$ cat src/rtl/tcw_pkg.sv
// Shared types and constants for the text console writer.
// Depends on nothing; used by every module of the block except tcw_ram.
package tcw_pkg;

   localparam int CHAR_W = 8;
   localparam int ATTR_W = 8;
   localparam int ROW_W  = 5;
   localparam int COL_W  = 7;
   localparam int CELL_W = CHAR_W + ATTR_W;

   localparam int SCREEN_COLUMNS = 80;
   localparam int SCREEN_LINES   = 25;

   localparam logic [CHAR_W-1:0] NEWLINE_CODE   = 8'h0A;
   localparam logic              DEFAULT_ENABLE = 1'b1;
   localparam logic [ATTR_W-1:0] DEFAULT_ATTR   = 8'h07;

   // Register indexes of the config port
   localparam int CSR_IDX_W = 1;
   localparam logic [CSR_IDX_W-1:0] CSR_ENABLE = 1'b0;
   localparam logic [CSR_IDX_W-1:0] CSR_ATTR   = 1'b1;

   // Function codes of an input transaction
   localparam logic FUNC_PUT  = 1'b0;
   localparam logic FUNC_READ = 1'b1;

   localparam int QUEUE_DEPTH = 2;

   // Command class decided by the front end
   typedef enum logic [2:0] {
      OP_CHAR,       // store character, advance cursor
      OP_NEWLINE,    // new line
      OP_NOP,        // put while disabled
      OP_READ,       // read one cell inside the grid
      OP_READ_OFF    // read outside the grid, answers zero
   } op_type;

   typedef struct packed {
      op_type             op;
      logic [CHAR_W-1:0]  code;
      logic [ROW_W-1:0]   row;
      logic [COL_W-1:0]   col;
   } cmd_type;

   // Engine to front end handshake
   typedef struct packed {
      logic pop;      // engine takes the queue head this cycle
      logic ready;    // power-up clear finished
   } back_ctl_type;

endpackage

$ cat src/rtl/tcw_front.sv
// Front end: accepts input transactions, classifies them and queues commands.
// Depends on tcw_pkg.
module tcw_front #(
   parameter int COLUMNS = tcw_pkg::SCREEN_COLUMNS,
   parameter int LINES   = tcw_pkg::SCREEN_LINES
) (
   input  logic                       clock,
   input  logic                       reset,
   input  logic                       req_tvalid,
   output logic                       req_tready,
   input  logic                       req_func,
   input  logic [tcw_pkg::CHAR_W-1:0] req_code,
   input  logic [tcw_pkg::ROW_W-1:0]  req_row,
   input  logic [tcw_pkg::COL_W-1:0]  req_col,
   input  logic                       console_enable,
   input  tcw_pkg::back_ctl_type      back_ctl,
   output logic                       cmd_valid,
   output tcw_pkg::cmd_type           cmd
);
   import tcw_pkg::*;

   localparam int QPTR_W = (QUEUE_DEPTH > 1) ? $clog2(QUEUE_DEPTH) : 1;
   localparam int QCNT_W = $clog2(QUEUE_DEPTH + 1);

   cmd_type           queue_ff [QUEUE_DEPTH];
   logic [QPTR_W-1:0] wr_ptr_ff, wr_ptr_in;
   logic [QPTR_W-1:0] rd_ptr_ff, rd_ptr_in;
   logic [QCNT_W-1:0] count_ff, count_in;
   cmd_type           new_cmd;
   logic              push;
   logic              off_grid;

   // Classify the incoming transaction
   always_comb begin
      off_grid = ((ROW_W + 1)'(req_row) >= (ROW_W + 1)'(LINES)) ||
                 ((COL_W + 1)'(req_col) >= (COL_W + 1)'(COLUMNS));
      new_cmd.code = req_code;
      new_cmd.row  = req_row;
      new_cmd.col  = req_col;
      if (req_func == FUNC_READ) begin
         new_cmd.op = off_grid ? OP_READ_OFF : OP_READ;
      end else if (!console_enable) begin
         new_cmd.op = OP_NOP;
      end else if (req_code == NEWLINE_CODE) begin
         new_cmd.op = OP_NEWLINE;
      end else begin
         new_cmd.op = OP_CHAR;
      end
   end

   assign req_tready = back_ctl.ready && (count_ff != QCNT_W'(QUEUE_DEPTH));
   assign push       = req_tvalid && req_tready;
   assign cmd_valid  = (count_ff != '0);
   assign cmd        = queue_ff[rd_ptr_ff];

   // Queue pointers
   always_comb begin
      wr_ptr_in = wr_ptr_ff;
      rd_ptr_in = rd_ptr_ff;
      count_in  = count_ff;
      if (push) begin
         wr_ptr_in = (wr_ptr_ff == QPTR_W'(QUEUE_DEPTH - 1)) ? '0 : wr_ptr_ff + 1'b1;
      end
      if (back_ctl.pop) begin
         rd_ptr_in = (rd_ptr_ff == QPTR_W'(QUEUE_DEPTH - 1)) ? '0 : rd_ptr_ff + 1'b1;
      end
      if (push && !back_ctl.pop) begin
         count_in = count_ff + 1'b1;
      end else if (!push && back_ctl.pop) begin
         count_in = count_ff - 1'b1;
      end
   end

   always_ff @(posedge clock) begin
      if (reset) begin
         wr_ptr_ff <= '0;
         rd_ptr_ff <= '0;
         count_ff  <= '0;
      end else begin
         wr_ptr_ff <= wr_ptr_in;
         rd_ptr_ff <= rd_ptr_in;
         count_ff  <= count_in;
      end
   end

   // Queue storage, no reset needed
   always_ff @(posedge clock) begin
      if (push) begin
         queue_ff[wr_ptr_ff] <= new_cmd;
      end
   end

endmodule

$ cat config.mk
export PLATFORM = sky130hd
export DESIGN_NAME = tcw_front
export DESIGN_NICKNAME = d
export VERILOG_FILES = /design/src/rtl/tcw_pkg.sv /design/src/rtl/tcw_front.sv
export SDC_FILE = /design/constraint.sdc
export NUM_CORES = 1
export LEC_CHECK = 0
export BUFFER_PORTS_ARGS = -buffer_cell sky130_fd_sc_hd__buf_2
export CAP_MARGIN = 20
export CORE_UTILIZATION = 35
export CTS_CLUSTER_DIAMETER = 30
export CTS_CLUSTER_SIZE = 8
export DETAILED_ROUTE_END_ITERATION = 7
export PLACE_DENSITY_LB_ADDON = 0.15
export SYNTH_ARGS = -nofsm -noshare
export SYNTH_HDL_FRONTEND = slang
export SYNTH_SLANG_ARGS = --single-unit
export TNS_END_PERCENT = 20
$ cat constraint.sdc
create_clock -name clock -period 3 [get_ports clock]
set_input_delay 0.15 -clock clock [delete_from_list [all_inputs] [get_ports clock]]
set_output_delay 0.15 -clock clock [all_outputs]
set_load 0.05 [all_outputs]
# == Word-level counts from Yosys, hierarchy flattened ==
# Memory sizes are Yosys's and may differ from the RTL's. A register that Yosys moved wholly into a read port is not among the register bits.
# Cells that the tools add are included.
# totals
register_bits,4
ramBits,46
inputBits,27
out_inout_bits,25
word_cells,33
mem_count,1
# memory_table
name,words,word_bits,rd,rd_ports_with_merged_regs,wr,line,text
queue_ff,2,23,1,1,1,tcw_front.sv:25,cmd_type queue_ff [QUEUE_DEPTH];
# classes
n_addsub,4
n_lt_le_gt_ge,2
n_eq_ne,2
n_mux,12
reduce_logical,9
# op_table
cell,count
2-to-1 mux 3 bit,3
== test 8 x 4 -> 1 bit (second input constant),1
greater-or-equal comparator 7 bit (second input constant),1
2-to-1 mux 1 bit,7
greater-or-equal comparator 5 bit (second input constant),1
logical AND 1 bit,4
2-to-1 mux 2 bit,2
nonzero test 2 bit,2
adder 1 bit (second input constant),2
adder 2 x 1 -> 2 bit (second input constant),1
zero test 1 bit,2
inequality test 2 bit (second input constant),1
subtractor 2 x 1 -> 2 bit (second input constant),1
logical OR 1 bit,1

# == Depth between registers and ports, before layout ==
# depth
word_depth,7
depth_mapped,7
depth_no_buf,7

# == Worst setup path before layout ==
# Ideal clock, no wire load.
# synth_timing
path_kind,reg2reg
from,register count_ff[0]
to,memory queue_ff[0][0] (netlist name) (enable)
setup_time_ns,0.403
arrival_time_ns,1.507
required_time_ns,2.597
setup_slack_ns,1.091
path_stages_with_launch,3
path_buffers,0
period_less_slack_ns,1.909
path_cell_list,dfxtp_1 o211ai_2 nor2_1
# synth_via
elab_chain_len,5
# synth_rtl
element,line,text
"start, declared",tcw_front.sv:28,"logic [QCNT_W-1:0] count_ff, count_in;"
"start signal, assigned",tcw_front.sv:82,count_ff <= count_in;
inequality test 2 bit,tcw_front.sv:51,assign req_tready = back_ctl.ready && (count_ff != QCNT_W'(QUEUE_DEPTH));
logical AND 1 bit,tcw_front.sv:51,
logical AND 1 bit,tcw_front.sv:52,assign push = req_tvalid && req_tready;
2-to-1 mux 1 bit,tcw_front.sv:88,if (push) begin
2-to-1 mux 1 bit (implied by the code),tcw_front.sv:89,queue_ff[wr_ptr_ff] <= new_cmd;
"end, declared",tcw_front.sv:25,
# Every way passes these cells.

# == Worst setup path after layout ==
# layout_timing
from,register count_ff[0]
to,memory queue_ff[1][7] (netlist name) (enable)
# Same word-level chain as after synthesis.

==> results.md <==
| Step | Quantity | Value |
| --- | --- | --- |
| yosys | Largest area contributor in the synthesized netlist | sky130_fd_sc_hd__edfxtp_1 |
| worst setup path | Worst path bufs/invs | 1 |
| placement | HPWL after detailed placement | 2510 um |
| finish | Post-synthesis to final-layout area growth | 24.4% |
| timing | Final-layout worst hold slack | 0.0219 ns |
| clocking | Post_cts resized | 0 |
| yosys | Share of flip-flops with an asynchronous set or reset after synthesis | 0% |
| worst setup path | Kind of cell with the highest combined delay on the critical path | simple AND/OR/NAND/NOR gates |
| die | Chip width | 76.6 um |
| timing | Transition time at the pin with the least slew margin | 0.818 ns |
| worst setup path | Critical path start-end classification | flop to flop |
| drt | Ratio of routed vias to standard cells | 4.61 |
| die | I/O pin count | 52 |
| worst setup path | R2r worst-path depth | 3 |
| worst setup path | Critical Path End Type | flop |
| yosys | Synth cell count leaders | sky130_fd_sc_hd__edfxtp_1 (46), sky130_fd_sc_hd__mux2_2 (24), sky130_fd_sc_hd__nor2_1 (7) |
| clocking | Clock tree from TritonCTS | done |
| timing | Fmax | 0.543 GHz |
| global route | Number of antenna violations at the first check in global routing | 0 |
| timing | Worst clock skew | 0.0117 ns |
| timing | Count of endpoints failing setup in the final report | 0 |
| yosys | Ys flop type | sky130_fd_sc_hd__edfxtp_1 |
| die | Initial Utilization | 37.1% |
| worst setup path | Slowest stage cell, crit path | sky130_fd_sc_hd__nor2_2 |
| clocking | Insertion delay of the later-clocked pin in the worst-skew pair | 0.31 ns |
| yosys | Proportion of netlist area held by the largest area contributor | 71.0% |
| yosys | Net Count, Synth | 136 |
| worst hold path | Count of cells along the worst hold path | 1 |
| clocking | Max H-tree Level | 2 |
| drt | WL/cell | 15.4 um |
| finish | Fraction of layout instances using a drive strength above 1 | 53.0% |
| global route | Overall track demand over capacity in global routing | 13.9% |
| timing | Post-layout worst setup margin | 1.16 ns |
| clocking | Clock transition at the register clock pins on the worst setup and hold paths after CTS | 0.10 ns |
| yosys | Sequential fraction of the synthesis area | 76.1% |
| timing | Final Hold Viols | 0 |
| die | Area of the core region | 5240 um^2 |
| yosys | Post-synthesis area per instance | 18.0 um^2 |
| die | Row Count | 26 |
| timing | Final critical-path required period | 1.84 ns |
| drt | Drt first pass iters | 4 |
| timing | Final-layout setup total negative slack | 0 ns |
| global route | Wire length of the first global-routing pass | 6090 um |
| pwr | Largest vdd supply drop | 0.229 mV |
| worst setup path | Sequence of cells on the critical path | o211ai_2 > nor2_2 > buf_4 |
| global route | Vias in the first global route | 1170 |
| drt | Iter 0 DRT Violations | 73 |
| finish | Antenna diodes | 0 |
| clocking | Post-CTS setup buffers | 0 |
| yosys | Most frequent cell after synthesis | sky130_fd_sc_hd__edfxtp_1 |
| worst setup path | Required time of the critical path | 3.02 ns |
| yosys | Number of distinct standard cells referenced by the synthesized netlist | 20 |
| placement | Post-placement setup slack | 1.14 ns |
| worst setup path | Largest driver fanout on the critical path | 16 |
| outcome | Status | finished, final reports clean |
| worst setup path | Launching element type of the critical path | flop |
| yosys | Area contributors post-synth | sky130_fd_sc_hd__edfxtp_1 (71%), sky130_fd_sc_hd__mux2_2 (14%), sky130_fd_sc_hd__dfxtp_1 (5.1%) |
| worst hold path | Kind of path behind the tightest hold check | primary input to flop |
| drt | Detailed Route WL | 3680 um |
| timing | Unrepaired setup endpoints after global routing | no |
| pwr | P per Cell Area | 671 nW/um^2 |
| yosys | Post-synthesis sequential element count | 51 |
| yosys | Yosys synthesis warning count | 0 |
| clocking | Largest buffer count on any clock path | 2 |
| yosys | Count of mapped cells out of synthesis | 108 |
| clocking | Root buffer cell | sky130_fd_sc_hd__clkbuf_8 |
| yosys | Synthesized area | 1950 um^2 |
| placement | Total of buffers placed on input and output ports | 51 |
| drt | DRC viols | 0 |
| clocking | Post-CTS Hold Buffers | 0 |
| pwr | Leakage Power | 0.000916 uW |
| placement | Final GP Congestion | 0.668 |
| clocking | CTS buffer count | 5 |
| timing | Number of max-slew violations in the final report | 0 |
| drt | Antenna violation net count after detailed routing | 0 |
| die | Die area | 5860 um^2 |
| clocking | Count of clock tree sinks | 51 |
| global route | Largest net degree at the start of global routing | 24 |
| timing | Tightest slew margin relative to the limit | 45.4% |
| global route | Total congestion overflow | 0 |
| worst setup path | Stages on worst setup path | 3 |
| job | Number of max-cap violations | 0 |
| drt | Total vias in the final route | 1096 |
| timing | Final critical-path share of the clock period | 61.4% |
| finish | Nets | 195 |
| worst setup path | Endpoint arrival time on the critical path | 1.86 ns |
| worst setup path | Slowest stage delay, CP | 0.65 ns |
| die | Chip height | 76.6 um |
| yosys | EDFF count, synth | 46 |
## cells by family (layout without fill, tap and decap cells)
family / after synthesis / in the layout / synth area share (%)
AO/OA/AOI/OAI: 8 / 8 / 2.89
XOR/XNOR: 3 / 3 / 1.35
flip-flops: 51 / 51 / 76.1
AND/OR/NAND/NOR: 14 / 14 / 3.60
multiplexers: 24 / 24 / 13.9
adder cells (fa/ha/maj): 1 / 1 / 0.643
buffers and inverters: 7 / 67 / 1.48
## power breakdown
part	switching (uW)	internal, uW
clock network	241	251
registers	13.9	817
logic	213	88.3
## cell type report
type / count / area [um^2]
Tap cell: 70 / 87.6
Clock inverter: 3 / 46.3
Fill cell: 472 / 2820
Timing Repair Buffer: 54 / 278
Multi-Input combinational cell: 50 / 440
Clock buffer: 5 / 68.8
Inverter: 5 / 18.8
Sequential cell: 51 / 1480
## state kept, by name (all words and copies together), names as in the netlist, named ones only
register   flops
wr_ptr_ff      1
queue_ff      46
rd_ptr_ff      1
count_ff       2
## per-layer routing
| metal | up-vias | part of all wire, % | track usage, % |
|---|---|---|---|
| met5 | - | 0 | 0 |
| met4 | 0 | 1.4 | 5.19 |
| met3 | 6 | 5.8 | 4.79 |
| met2 | 32 | 47 | 21.1 |
| met1 | 530 | 45 | 18.2 |
| li1 | 528 | - | - |
## stage by stage
| step | total power, uW | cells | instance area (um^2) | util (%) |
|---|---|---|---|---|
| 2_1_floorplan | 1070 | 108 | 1950 | - |
| 3_3_place_gp | 1140 | 230 | 2310 | 44.0 |
| 3_5_place_dp | 1150 | 230 | 2310 | 44.0 |
| 4_1_cts | 1630 | 238 | 2420 | 46.2 |
| 5_1_grt | 1690 | 238 | 2420 | 46.2 |
| 6_report | 1620 | 238 | 2420 | 46.2 |
## placed cells by master (no fill, tap or decap), types with 2 or more instances in the layout
cell type,Yosys,final
sky130_fd_sc_hd__edfxtp_1,46,46
sky130_fd_sc_hd__buf_4,0,3
sky130_fd_sc_hd__clkbuf_8,0,5
sky130_fd_sc_hd__dfxtp_1,5,5
sky130_fd_sc_hd__nand2_1,2,2
sky130_fd_sc_hd__buf_2,2,51
sky130_fd_sc_hd__o21ai_0,3,3
sky130_fd_sc_hd__nor2_2,0,2
sky130_fd_sc_hd__xor2_1,2,2
sky130_fd_sc_hd__inv_1,5,5
sky130_fd_sc_hd__a21boi_0,2,2
sky130_fd_sc_hd__mux2_2,24,24
sky130_fd_sc_hd__nor2_1,7,5
## path summary, 6_finish.rpt
kind | from | endpoint | slack (ns)
setup reg to reg | count_ff[0] | queue_ff[1][7] | 1.16
hold / removal | req_col[0] | queue_ff[0][0] | 0.02
hold reg to reg | count_ff[1] | count_ff[1] | 0.53
setup / recovery | count_ff[0] | queue_ff[1][7] | 1.16
(Power assumes the default switching activity.)
